### src/rtl/mpf_pkg.sv
`default_nettype none

package mpf_pkg;

    // Fixed field widths of the item and result beats
    localparam int OP_W        = 2;
    localparam int PRIO_W      = 4;
    localparam int VALUE_W     = 32;
    localparam int TOTAL_W     = 8;
    localparam int LEVEL_CNT_W = 5;
    localparam int STATUS_W    = 2;

    // Operation codes
    localparam logic [OP_W-1:0] OP_ADD    = 2'd0;
    localparam logic [OP_W-1:0] OP_REMOVE = 2'd1;
    localparam logic [OP_W-1:0] OP_PEEK   = 2'd2;

    // Result status codes
    typedef enum logic [STATUS_W-1:0] {
        ST_OK      = 2'd0,
        ST_FULL    = 2'd1,
        ST_EMPTY   = 2'd2,
        ST_BADPRIO = 2'd3
    } mpf_status_t;

    // Controller states
    typedef enum logic [1:0] {
        S_IDLE   = 2'd0,
        S_EXEC   = 2'd1,
        S_LOOKUP = 2'd2,
        S_DONE   = 2'd3
    } mpf_state_t;

    // Commands from controller to datapath
    typedef struct packed {
        logic load_in;
        logic exec;
        logic lookup;
        logic load_out;
    } mpf_cmd_t;

    // Status from datapath to controller
    typedef struct packed {
        logic out_free;
    } mpf_stat_t;

endpackage

`default_nettype wire

### src/rtl/mpf_ctrl.sv
`default_nettype none

module mpf_ctrl (
    input  wire logic             clk,
    input  wire logic             rst_n,
    input  wire logic             in_valid,
    output logic                  in_ready,
    input  wire mpf_pkg::mpf_stat_t stat,
    output mpf_pkg::mpf_cmd_t     cmd
);

    mpf_pkg::mpf_state_t state_reg;
    mpf_pkg::mpf_state_t state_next;

    // Hold the current step
    always_ff @(posedge clk or negedge rst_n)
    begin
        if (!rst_n)
        begin
            state_reg <= mpf_pkg::S_IDLE;
        end
        else
        begin
            state_reg <= state_next;
        end
    end

    // Advance through update, head lookup and result load
    always_comb
    begin
        state_next = state_reg;
        case (state_reg)
            mpf_pkg::S_IDLE:
            begin
                if (in_valid)
                begin
                    state_next = mpf_pkg::S_EXEC;
                end
            end
            mpf_pkg::S_EXEC:
            begin
                state_next = mpf_pkg::S_LOOKUP;
            end
            mpf_pkg::S_LOOKUP:
            begin
                state_next = mpf_pkg::S_DONE;
            end
            mpf_pkg::S_DONE:
            begin
                if (stat.out_free)
                begin
                    state_next = mpf_pkg::S_IDLE;
                end
            end
            default:
            begin
                state_next = mpf_pkg::S_IDLE;
            end
        endcase
    end

    // Drive datapath commands and the input handshake
    always_comb
    begin
        in_ready     = 1'b0;
        cmd          = '0;
        case (state_reg)
            mpf_pkg::S_IDLE:
            begin
                in_ready    = 1'b1;
                cmd.load_in = in_valid;
            end
            mpf_pkg::S_EXEC:
            begin
                cmd.exec = 1'b1;
            end
            mpf_pkg::S_LOOKUP:
            begin
                cmd.lookup = 1'b1;
            end
            mpf_pkg::S_DONE:
            begin
                cmd.load_out = stat.out_free;
            end
            default:
            begin
                in_ready = 1'b0;
            end
        endcase
    end

endmodule

`default_nettype wire

### config.mk
export PLATFORM = sky130hd
export DESIGN_NAME = mpf_ctrl
export DESIGN_NICKNAME = d
export VERILOG_FILES = /design/src/rtl/mpf_pkg.sv /design/src/rtl/mpf_ctrl.sv
export SDC_FILE = /design/constraint.sdc
export NUM_CORES = 1
export LEC_CHECK = 0
export BUFFER_PORTS_ARGS = -buffer_cell sky130_fd_sc_hd__buf_2
export CAP_MARGIN = 30
export CORE_AREA = 2 2 39 41
export DETAILED_ROUTE_END_ITERATION = 16
export DIE_AREA = 0 0 41 43
export PLACE_DENSITY = 0.41
export SETUP_SLACK_MARGIN = 0.02
export SLEW_MARGIN = 25
export SYNTH_ARGS = -nofsm -noshare
export SYNTH_HDL_FRONTEND = slang
export SYNTH_SLANG_ARGS = --single-unit
### constraint.sdc
create_clock -name clk -period 2.2 [get_ports clk]
set_clock_uncertainty 0.15 [all_clocks]
set_input_delay 0.44 -clock clk [delete_from_list [all_inputs] [get_ports clk]]
set_output_delay 0.44 -clock clk [all_outputs]
set_load 0.03 [all_outputs]
==> results_dict.tcl, run 1 <==
set metrics [dict create \
    status "complete, no violations" \
    max_freq_mhz 537 \
    die_area_um2 1760 \
    path_class "flop to primary output" \
    nNetsFinal 37 \
    crit_buf_inv 2 \
    r2r_cells 4 \
    grt_usage_pct 5.52 \
    worstPathRequired_ns 1.61 \
    clock_latency_ns 0.22 \
    leakage_nw 0.149 \
    syn_nets 23 \
    areaGrowthSynthToFinish_pct 53.2 \
    hold_viol 0 \
    avgRoutedWirePerCell_um 8.02 \
    grt_antenna_before_repair 0 \
    drt-initial-drc-count 1 \
    synth_edf_count 0 \
    maxSlewViolCount 0 \
    synthArstFlopShare_pct 100 \
    die_width_um 41 \
    viasPerCell 3.35 \
    setup_tns_ns 0 \
    power.density_nw_per_um2 1610 \
    r2r-end "state_reg[1]" \
    yosysSeqAreaShare_pct 28.8 \
    start_util_pct 12.6 \
    synth_common_cells "ha_1, inv_1, dfrtp_1" \
    syn_inst 15 \
    end_kind "primary output" \
    irDropWorstVdd_mv 0.212 \
    largest_reg_flops 2 \
    synth.most_common_cell "ha_1" \
    rows 14 \
    fin_crit_sh_pct 84.6 \
    core_um2 1380 \
    ys_ff_latch 2 \
    cts.sinks 2 \
    crit_chain "inv_1, ha_1, and2_1, buf_2" \
    io_buffers 8 \
    cts.reportedPaths.clkPinSlew_ns 0.03 \
    drt_first_pass_iters 4 \
    yosys.area.top_type_share_pct 28.8 \
    critPathTopFamily "flip-flops" \
    cts_setup_buffers 0 \
    io_pins 9 \
    regArea_um2 50.0 \
    cp_data_arrival_time_ns 1.27 \
    diodes 0 \
    cts-root-buf "clkbuf_4" \
    gp_congestion 0.503 \
    overflow 0 \
    hp-class "input pin to asynchronous set/reset pin" \
    synth-compound-area-share_pct 11.5 \
    numCtsBuffers 3 \
    ys.flop_type "dfrtp_1" \
    grt_pass1_wl_um 538 \
    synthAdderAreaFrac_pct 28.8 \
    ys_types 9 \
    drive_gt1_share_pct 59.3 \
    grt_util_met2_pct 6.56 \
    fp.dieH_um 43 \
    synth_top_family_by_area "adder cells" \
    worstMarginPinSlew_ns 0.154 \
    synth.area.top_cells "dfrtp_1, ha_1, mux2_4" \
    grt_util_met1_pct 4.18 \
    reg2reg_from "state_reg[0]" \
    maxCapViolCount 0 \
    rsz0062_at_grt "false" \
    htreeDepth 1 \
    use_met3_pct 3.14 \
    wirelength_um 345 \
    critPathLaunchType "flop" \
    multi_input_area_um2 113 \
    synthMuxAreaShare_pct 8.63 \
    min_period_ns 1.86 \
    crit_fanout 4 \
    cp_slowest_cell "dfrtp_1" \
    ys.warnings.count 0 \
    route.detailed.drc 0 \
    synth_area_leader_cell "dfrtp_1" \
    slew_headroom_pct 89.7 \
    synth-xor-area-share_pct 0 \
    detail-route-antenna-nets 0 \
    r2r_slack_ns 0.71 \
    grt_max_degree 5 \
    holdWs_ns 0.386 \
    setup_violations 0 \
    slowest_delay_ns 0.40 \
    avgSynthCellArea_um2 11.6 \
    cts.path.max_buffers 2 \
    vias 144 \
    synth_simple_gate_area_share_pct 15.8 \
    grt_busiest_layer "met4" \
    cts_tree "built" \
    num-fill-cells 158 \
    syn_area_um2 174 \
    grt_pass1_vias 139 \
]
metal layers:
metal	vias up	routed length, um
li1	73	-
met1	65	128
met2	6	196
met3	0	20
met4	0	0
met5	-	0
per-stage QoR:
step | setup WS [ns] | instances | power (mW) | utilization [%] | area (um2)
floorplan | 0.402 | 15 | 0.301 | - | 174
global placement | 0.593 | 39 | 0.349 | 16.9 | 234
detailed placement | 0.565 | 39 | 0.351 | 16.9 | 234
CTS | 0.320 | 43 | 0.440 | 19.3 | 267
global route | 0.217 | 43 | 0.476 | 19.3 | 267
finish | 0.338 | 43 | 0.429 | 19.3 | 267
placed cells by master (no fill, tap or decap):
cell and instances:
dlygate4sd3_1 1, a21oi_2 1, mux2_4 1, and2_2 1
and2_1 1, buf_2 8, inv_1 3, ha_1 4
clkbuf_4 3, dfrtp_1 2, o32a_2 1, nor2b_4 1
cell type report:
type                    count  share of cell area (%)
repair buffers              9                    18.8
inverters                   3                    4.23
clock buffers               3                    8.45
well taps                  16                    7.51
multi-input cells          10                    42.3
flip-flops and latches      2                    18.8
how the worst max path moves through the flow:
stage / slack (ns) / cells past startpoint / from / end
after floorplan: 0.40 / 3 / state_reg[0] / cmd[3]
after global placement: 0.59 / 4 / state_reg[0] / cmd[3]
after detailed placement: 0.56 / 4 / state_reg[0] / cmd[3]
after CTS: 0.32 / 4 / state_reg[0] / cmd[3]
after global routing: 0.22 / 4 / state_reg[0] / cmd[3]
final: 0.34 / 4 / state_reg[0] / cmd[3]
power by group:
part	internal (mW)	leakage, nW	switching (mW)
sequential	0.0583	0.0235	0.0209
combinational	0.118	0.112	0.153
clock	0.0600	0.0138	0.0191
total	0.236	0.149	0.193
what timing repair did:
item / 4_1_cts / 5_1_grt
hold buffers: 1 / 0
endpoints found under the hold margin: 2 / 0
resized for setup: 0 / 0
cells by family after synthesis:
group,after synthesis
AO/OA/AOI/OAI,2
adder cells (fa/ha/maj),4
buffers and inverters,3
multiplexers,1
flip-flops,2
AND/OR/NAND/NOR,3
Power figures use the tool's default switching activity.
==> run 2, diff against run 1 <==
- PLACE_DENSITY: 0.41 -> 0.42
- clock period: 2.2 -> 1.5 ns (I/O delays scaled with it)
==> run 2 against run 1 <==
The flow now finishes with violations (negative setup slack). Sequential power increased by 55%. Via count increased by 13%. First-iteration DRC count decreased by 100%. Non-clock buffer count increased by 3. Sequential share of layout area decreased by 4.3 points. Clock power increased by 49%. Critical path depth unchanged. Setup slack got worse by 0.42 ns. Register-to-register slack got worse by 0.72 ns. Critical path type unchanged.
==> results_dict.tcl, run 2 (synthesized netlist as in run 1, its figures left out) <==
set metrics [dict create \
    worst-path-stages 4 \
    drt-initial-drc-count 0 \
    crit_buf_inv 2 \
    cts-root-buf "clkbuf_4" \
    drt_first_pass_iters 1 \
    start_util_pct 12.6 \
    clock_latency_ns 0.22 \
    fp.dieH_um 43 \
    slew_headroom_pct 88.8 \
    areaGrowthSynthToFinish_pct 99.3 \
    crit_start "state_reg[0]" \
    grt_pass1_wl_um 648 \
    mostFrequentLayoutCells "buf_6, clkbuf_4, buf_2, buf_4" \
    path_class "flop to primary output" \
    mostFrequentLayoutCell "buf_6" \
    status "finished with violations" \
    nNetsFinal 40 \
    die_area_um2 1760 \
    place_ws_ns 0.0128 \
    placed_area_um2 239 \
    num-fill-cells 155 \
    grt_usage_pct 6.22 \
    hp-class "input pin to asynchronous set/reset pin" \
    maxCapViolCount 0 \
    rsz0062_at_grt "true" \
    dr_wl_met2_um 208 \
    crit_fanout 4 \
    rows 14 \
    r2r-end "state_reg[1]" \
    irDropWorstVdd_mv 0.761 \
    core_um2 1380 \
    wirelength_um 379 \
    cts.sinks 2 \
    avgRoutedWirePerCell_um 8.24 \
    gp_congestion 0.557 \
    crit_chain "inv_2, ha_4, and2_4, buf_6" \
    slowest_delay_ns 0.41 \
    cts_tree "built" \
    setup_violations 6 \
    postLayoutCellArea_um2 347 \
    detail-route-antenna-nets 0 \
    viasPerCell 3.54 \
    route.detailed.drc 0 \
    io_pins 9 \
    numCtsBuffers 3 \
    vias 163 \
    cp_slowest_cell "dfrtp_1" \
    drive_gt1_share_pct 80.0 \
    worstPathRequired_ns 1.05 \
    power.density_nw_per_um2 2440 \
    timing.final.ws_setup_ns -0.0808 \
    min_period_ns 1.58 \
    cts.reportedPaths.clkPinSlew_ns 0.03 \
    die_width_um 41 \
    htreeDepth 1 \
    max_freq_mhz 633 \
    dpl.hpwl_um 268 \
    cp_data_arrival_time_ns 1.13 \
    end_kind "primary output" \
    critPathLaunchType "flop" \
    grt_pass1_vias 181 \
    worstMarginPinSlew_ns 0.168 \
    top_layer "met3" \
    grt_max_degree 5 \
    maxSlewViolCount 0 \
    leakage_nw 0.171 \
    critPathTopFamily "flip-flops" \
    regArea_um2 50.0 \
    routed-wl-met3_um 42 \
    setup_tns_ns -0.309 \
    largest_reg_flops 2 \
    io_buffers 8 \
    overflow 0 \
    r2r_cells 5 \
    multi_input_area_um2 139 \
    hold_viol 0 \
    grt_antenna_before_repair 0 \
    r2r_slack_ns -0.01 \
    cts.path.max_buffers 2 \
    violations "negative setup slack" \
    diodes 0 \
    wl_met1_um 128 \
    fin_crit_sh_pct 105 \
    reg2reg_from "state_reg[0]" \
]
run 2: cell count changes in the layout (fill, tap and decap cells not counted), sizes merged:
| cell | before | now |
|---|---|---|
| buf | 8 | 11 |
run 2: metal layers:
metal	global-route usage, %	vias to the layer above
met5	0	-
met4	8.00	0
met3	3.14	0
met2	9.06	8
met1	4.82	74
li1	-	81
run 2: metrics by stage:
stage	cells	util, %	hold slack [ns]	power [mW]
3_5_place_dp	39	17.3	-0.0636	0.539
6_report	46	25.0	0.238	0.847
3_3_place_gp	39	17.3	-0.0652	0.527
5_1_grt	46	25.0	0.250	0.926
2_1_floorplan	15	-	-0.146	0.456
4_1_cts	45	24.1	0.224	0.827
run 2: how the worst max path moves through the flow:
stage / to / slack (ns)
floorplan: cmd[3] / 0.05
finish: cmd[3] / -0.08
CTS: cmd[3] / -0.09
global route: cmd[3] / -0.14
detailed placement: cmd[3] / 0.01
global placement: state_reg[1] / 0.03
run 2: cell type report:
| class | instances | share of cell area (%) |
|---|---|---|
| inverters | 3 | 3.25 |
| flip-flops and latches | 2 | 14.4 |
| clock buffers | 3 | 6.50 |
| multi-input cells | 10 | 40.1 |
| well taps | 16 | 5.78 |
| repair buffers | 12 | 30.0 |
run 2: timing repair:
item,CTS,global route
endpoints found under the setup margin,6,7
setup buffers,2,1
pin swaps,2,2
endpoints found under the hold margin,2,0
resized for setup,14,3
hold buffers,1,0
run 2: power breakdown:
part | internal, mW | leakage [nW] | switching, mW | total [mW]
Combinational | 0.330 | 0.134 | 0.276 | 0.606
Sequential | 0.0854 | 0.0235 | 0.0372 | 0.123
Clock | 0.0882 | 0.0138 | 0.0295 | 0.118
Total | 0.503 | 0.171 | 0.343 | 0.847
run 2: worst reg2reg max path, stage by stage, from the launching register on:
cell     delay, ns
dfrtp_1       0.41
inv_2         0.08
ha_4          0.16
buf_4         0.14
a21oi_4       0.13
mux2_4        0.31
==> run 3, diff against run 2 <==
- BUFFER_PORTS_ARGS: -buffer_cell sky130_fd_sc_hd__buf_2 -> unset
- DONT_BUFFER_PORTS: unset -> 1
- PLACE_DENSITY: 0.42 -> 0.36
- clock period: 1.5 -> 1.34 ns (I/O delays scaled with it)
==> run 3 against run 2 <==
The flow still finishes with violations (negative setup slack). Hold slack got worse by 0.11 ns. Non-clock buffer count decreased by 4. Wire length decreased by 11%. Sequential cell count unchanged. Die area unchanged. Largest power group unchanged. Final cell count decreased by 8.7%. Critical path depth decreased by 1. Critical endpoint is now cmd[1]. Utilization decreased by 0.72 points. Global-route usage decreased by 1.0 points.
==> results_dict.tcl, run 3 (synthesized netlist as in run 1, its figures left out) <==
set metrics [dict create \
    cts_tree "built" \
    wirelength_um 336 \
    mostFrequentLayoutCells "clkbuf_4, buf_6, buf_4" \
    htreeDepth 1 \
    overflow 0 \
    maxCapViolCount 0 \
    max_freq_mhz 665 \
    dpl.hpwl_um 256 \
    nNetsFinal 36 \
    gp_congestion 0.624 \
    viasPerCell 3.29 \
    violations "negative setup slack" \
    diodes 0 \
    crit_fanout 3 \
    grt_usage_pct 5.23 \
    cts.path.max_buffers 2 \
    place_ws_ns -0.0970 \
    holdWs_ns 0.123 \
    hp-class "input pin to asynchronous set/reset pin" \
    status "finished with violations" \
    setup_violations 7 \
    slew_headroom_pct 90.3 \
    irDropWorstVdd_mv 0.934 \
    clock_latency_ns 0.22 \
    cts.sinks 2 \
    core_um2 1380 \
    min_period_ns 1.50 \
    die_width_um 41 \
    grt_antenna_before_repair 0 \
    critPathLaunchType "flop" \
    path_class "flop to primary output" \
    grt_max_degree 5 \
    numCtsBuffers 3 \
    largest_reg_flops 2 \
    rows 14 \
    fin_crit_sh_pct 112 \
    drt_first_pass_iters 2 \
    leakage_nw 0.152 \
    rsz0062_at_grt "true" \
    r2r-end "state_reg[1]" \
    io_pins 9 \
    worstPathRequired_ns 0.92 \
    reg2reg_from "state_reg[0]" \
    grt_pass1_wl_um 524 \
    vias 138 \
    io_buffers 0 \
    power.density_nw_per_um2 2920 \
    timing.final.ws_setup_ns -0.164 \
    detail-route-antenna-nets 0 \
    hold_viol 0 \
    r2r_slack_ns -0.11 \
    die_area_um2 1760 \
    cts.reportedPaths.clkPinSlew_ns 0.03 \
    avgRoutedWirePerCell_um 8.00 \
    maxSlewViolCount 0 \
    route.detailed.drc 0 \
    start_util_pct 12.6 \
    end_kind "primary output" \
    total_power_uw 983 \
    worstMarginPinSlew_ns 0.146 \
    r2r_cells 4 \
    drive_gt1_share_pct 84.6 \
    final_util_pct 24.3 \
    grt_pass1_vias 137 \
    drt-initial-drc-count 2 \
    cts-root-buf "clkbuf_4" \
    fp.dieH_um 43 \
    cp_data_arrival_time_ns 1.09 \
    areaGrowthSynthToFinish_pct 93.5 \
]
[run 3: critical path, stage by stage (launching register included)]
cell and delay (ns):
dfrtp_1 0.39, buf_4 0.15, ha_2 0.19, buf_12 0.14
[run 3: stage by stage]
stage               instance area [um2]  TNS [ns]  instances
finish                              337    -0.822         42
detailed placement                  272    -0.113         37
CTS                                 329    -0.876         41
global placement                    272    -0.141         37
floorplan                           194   -0.0792         15
global route                        337     -1.14         42
[run 3: layer usage]
layer	up-vias	routed length, um	part of all wire [%]	GRT usage [%]
li1	71	-	-	-
met4	0	0	0	6.00
met1	61	156	46	4.52
met5	-	0	0	0
met2	6	154	46	6.25
met3	0	25	7.4	4.71
[run 3: worst max path at each step]
| stage | endpoint | start |
|---|---|---|
| floorplan | state_reg[1] | state_reg[0] |
| detailed placement | state_reg[1] | state_reg[0] |
| finish | cmd[1] | state_reg[1] |
| global route | cmd[3] | state_reg[0] |
| CTS | cmd[1] | state_reg[1] |
| global placement | state_reg[1] | state_reg[0] |
[run 3: area by class of cell]
type	count	area, um2
clock buffers	3	22.5
fillers	150	1050
inverters	3	11.3
multi-input cells	10	146
flip-flops and latches	2	50.0
well taps	16	20.0
repair buffers	8	86.3
[run 3: what timing repair did]
| item | in CTS | in global routing |
|---|---|---|
| setup buffers | 0 | 1 |
| hold endpoints to repair | 2 | 0 |
| endpoints found under the setup margin | 7 | 7 |
| gates resized for setup | 8 | 0 |
| hold buffers | 1 | 0 |
| pin swaps | 0 | 3 |
[run 3: power by group]
group	switching [mW]	internal [mW]
clock	0.0347	0.0989
sequential	0.0343	0.0956
combinational	0.321	0.399
total	0.390	0.593
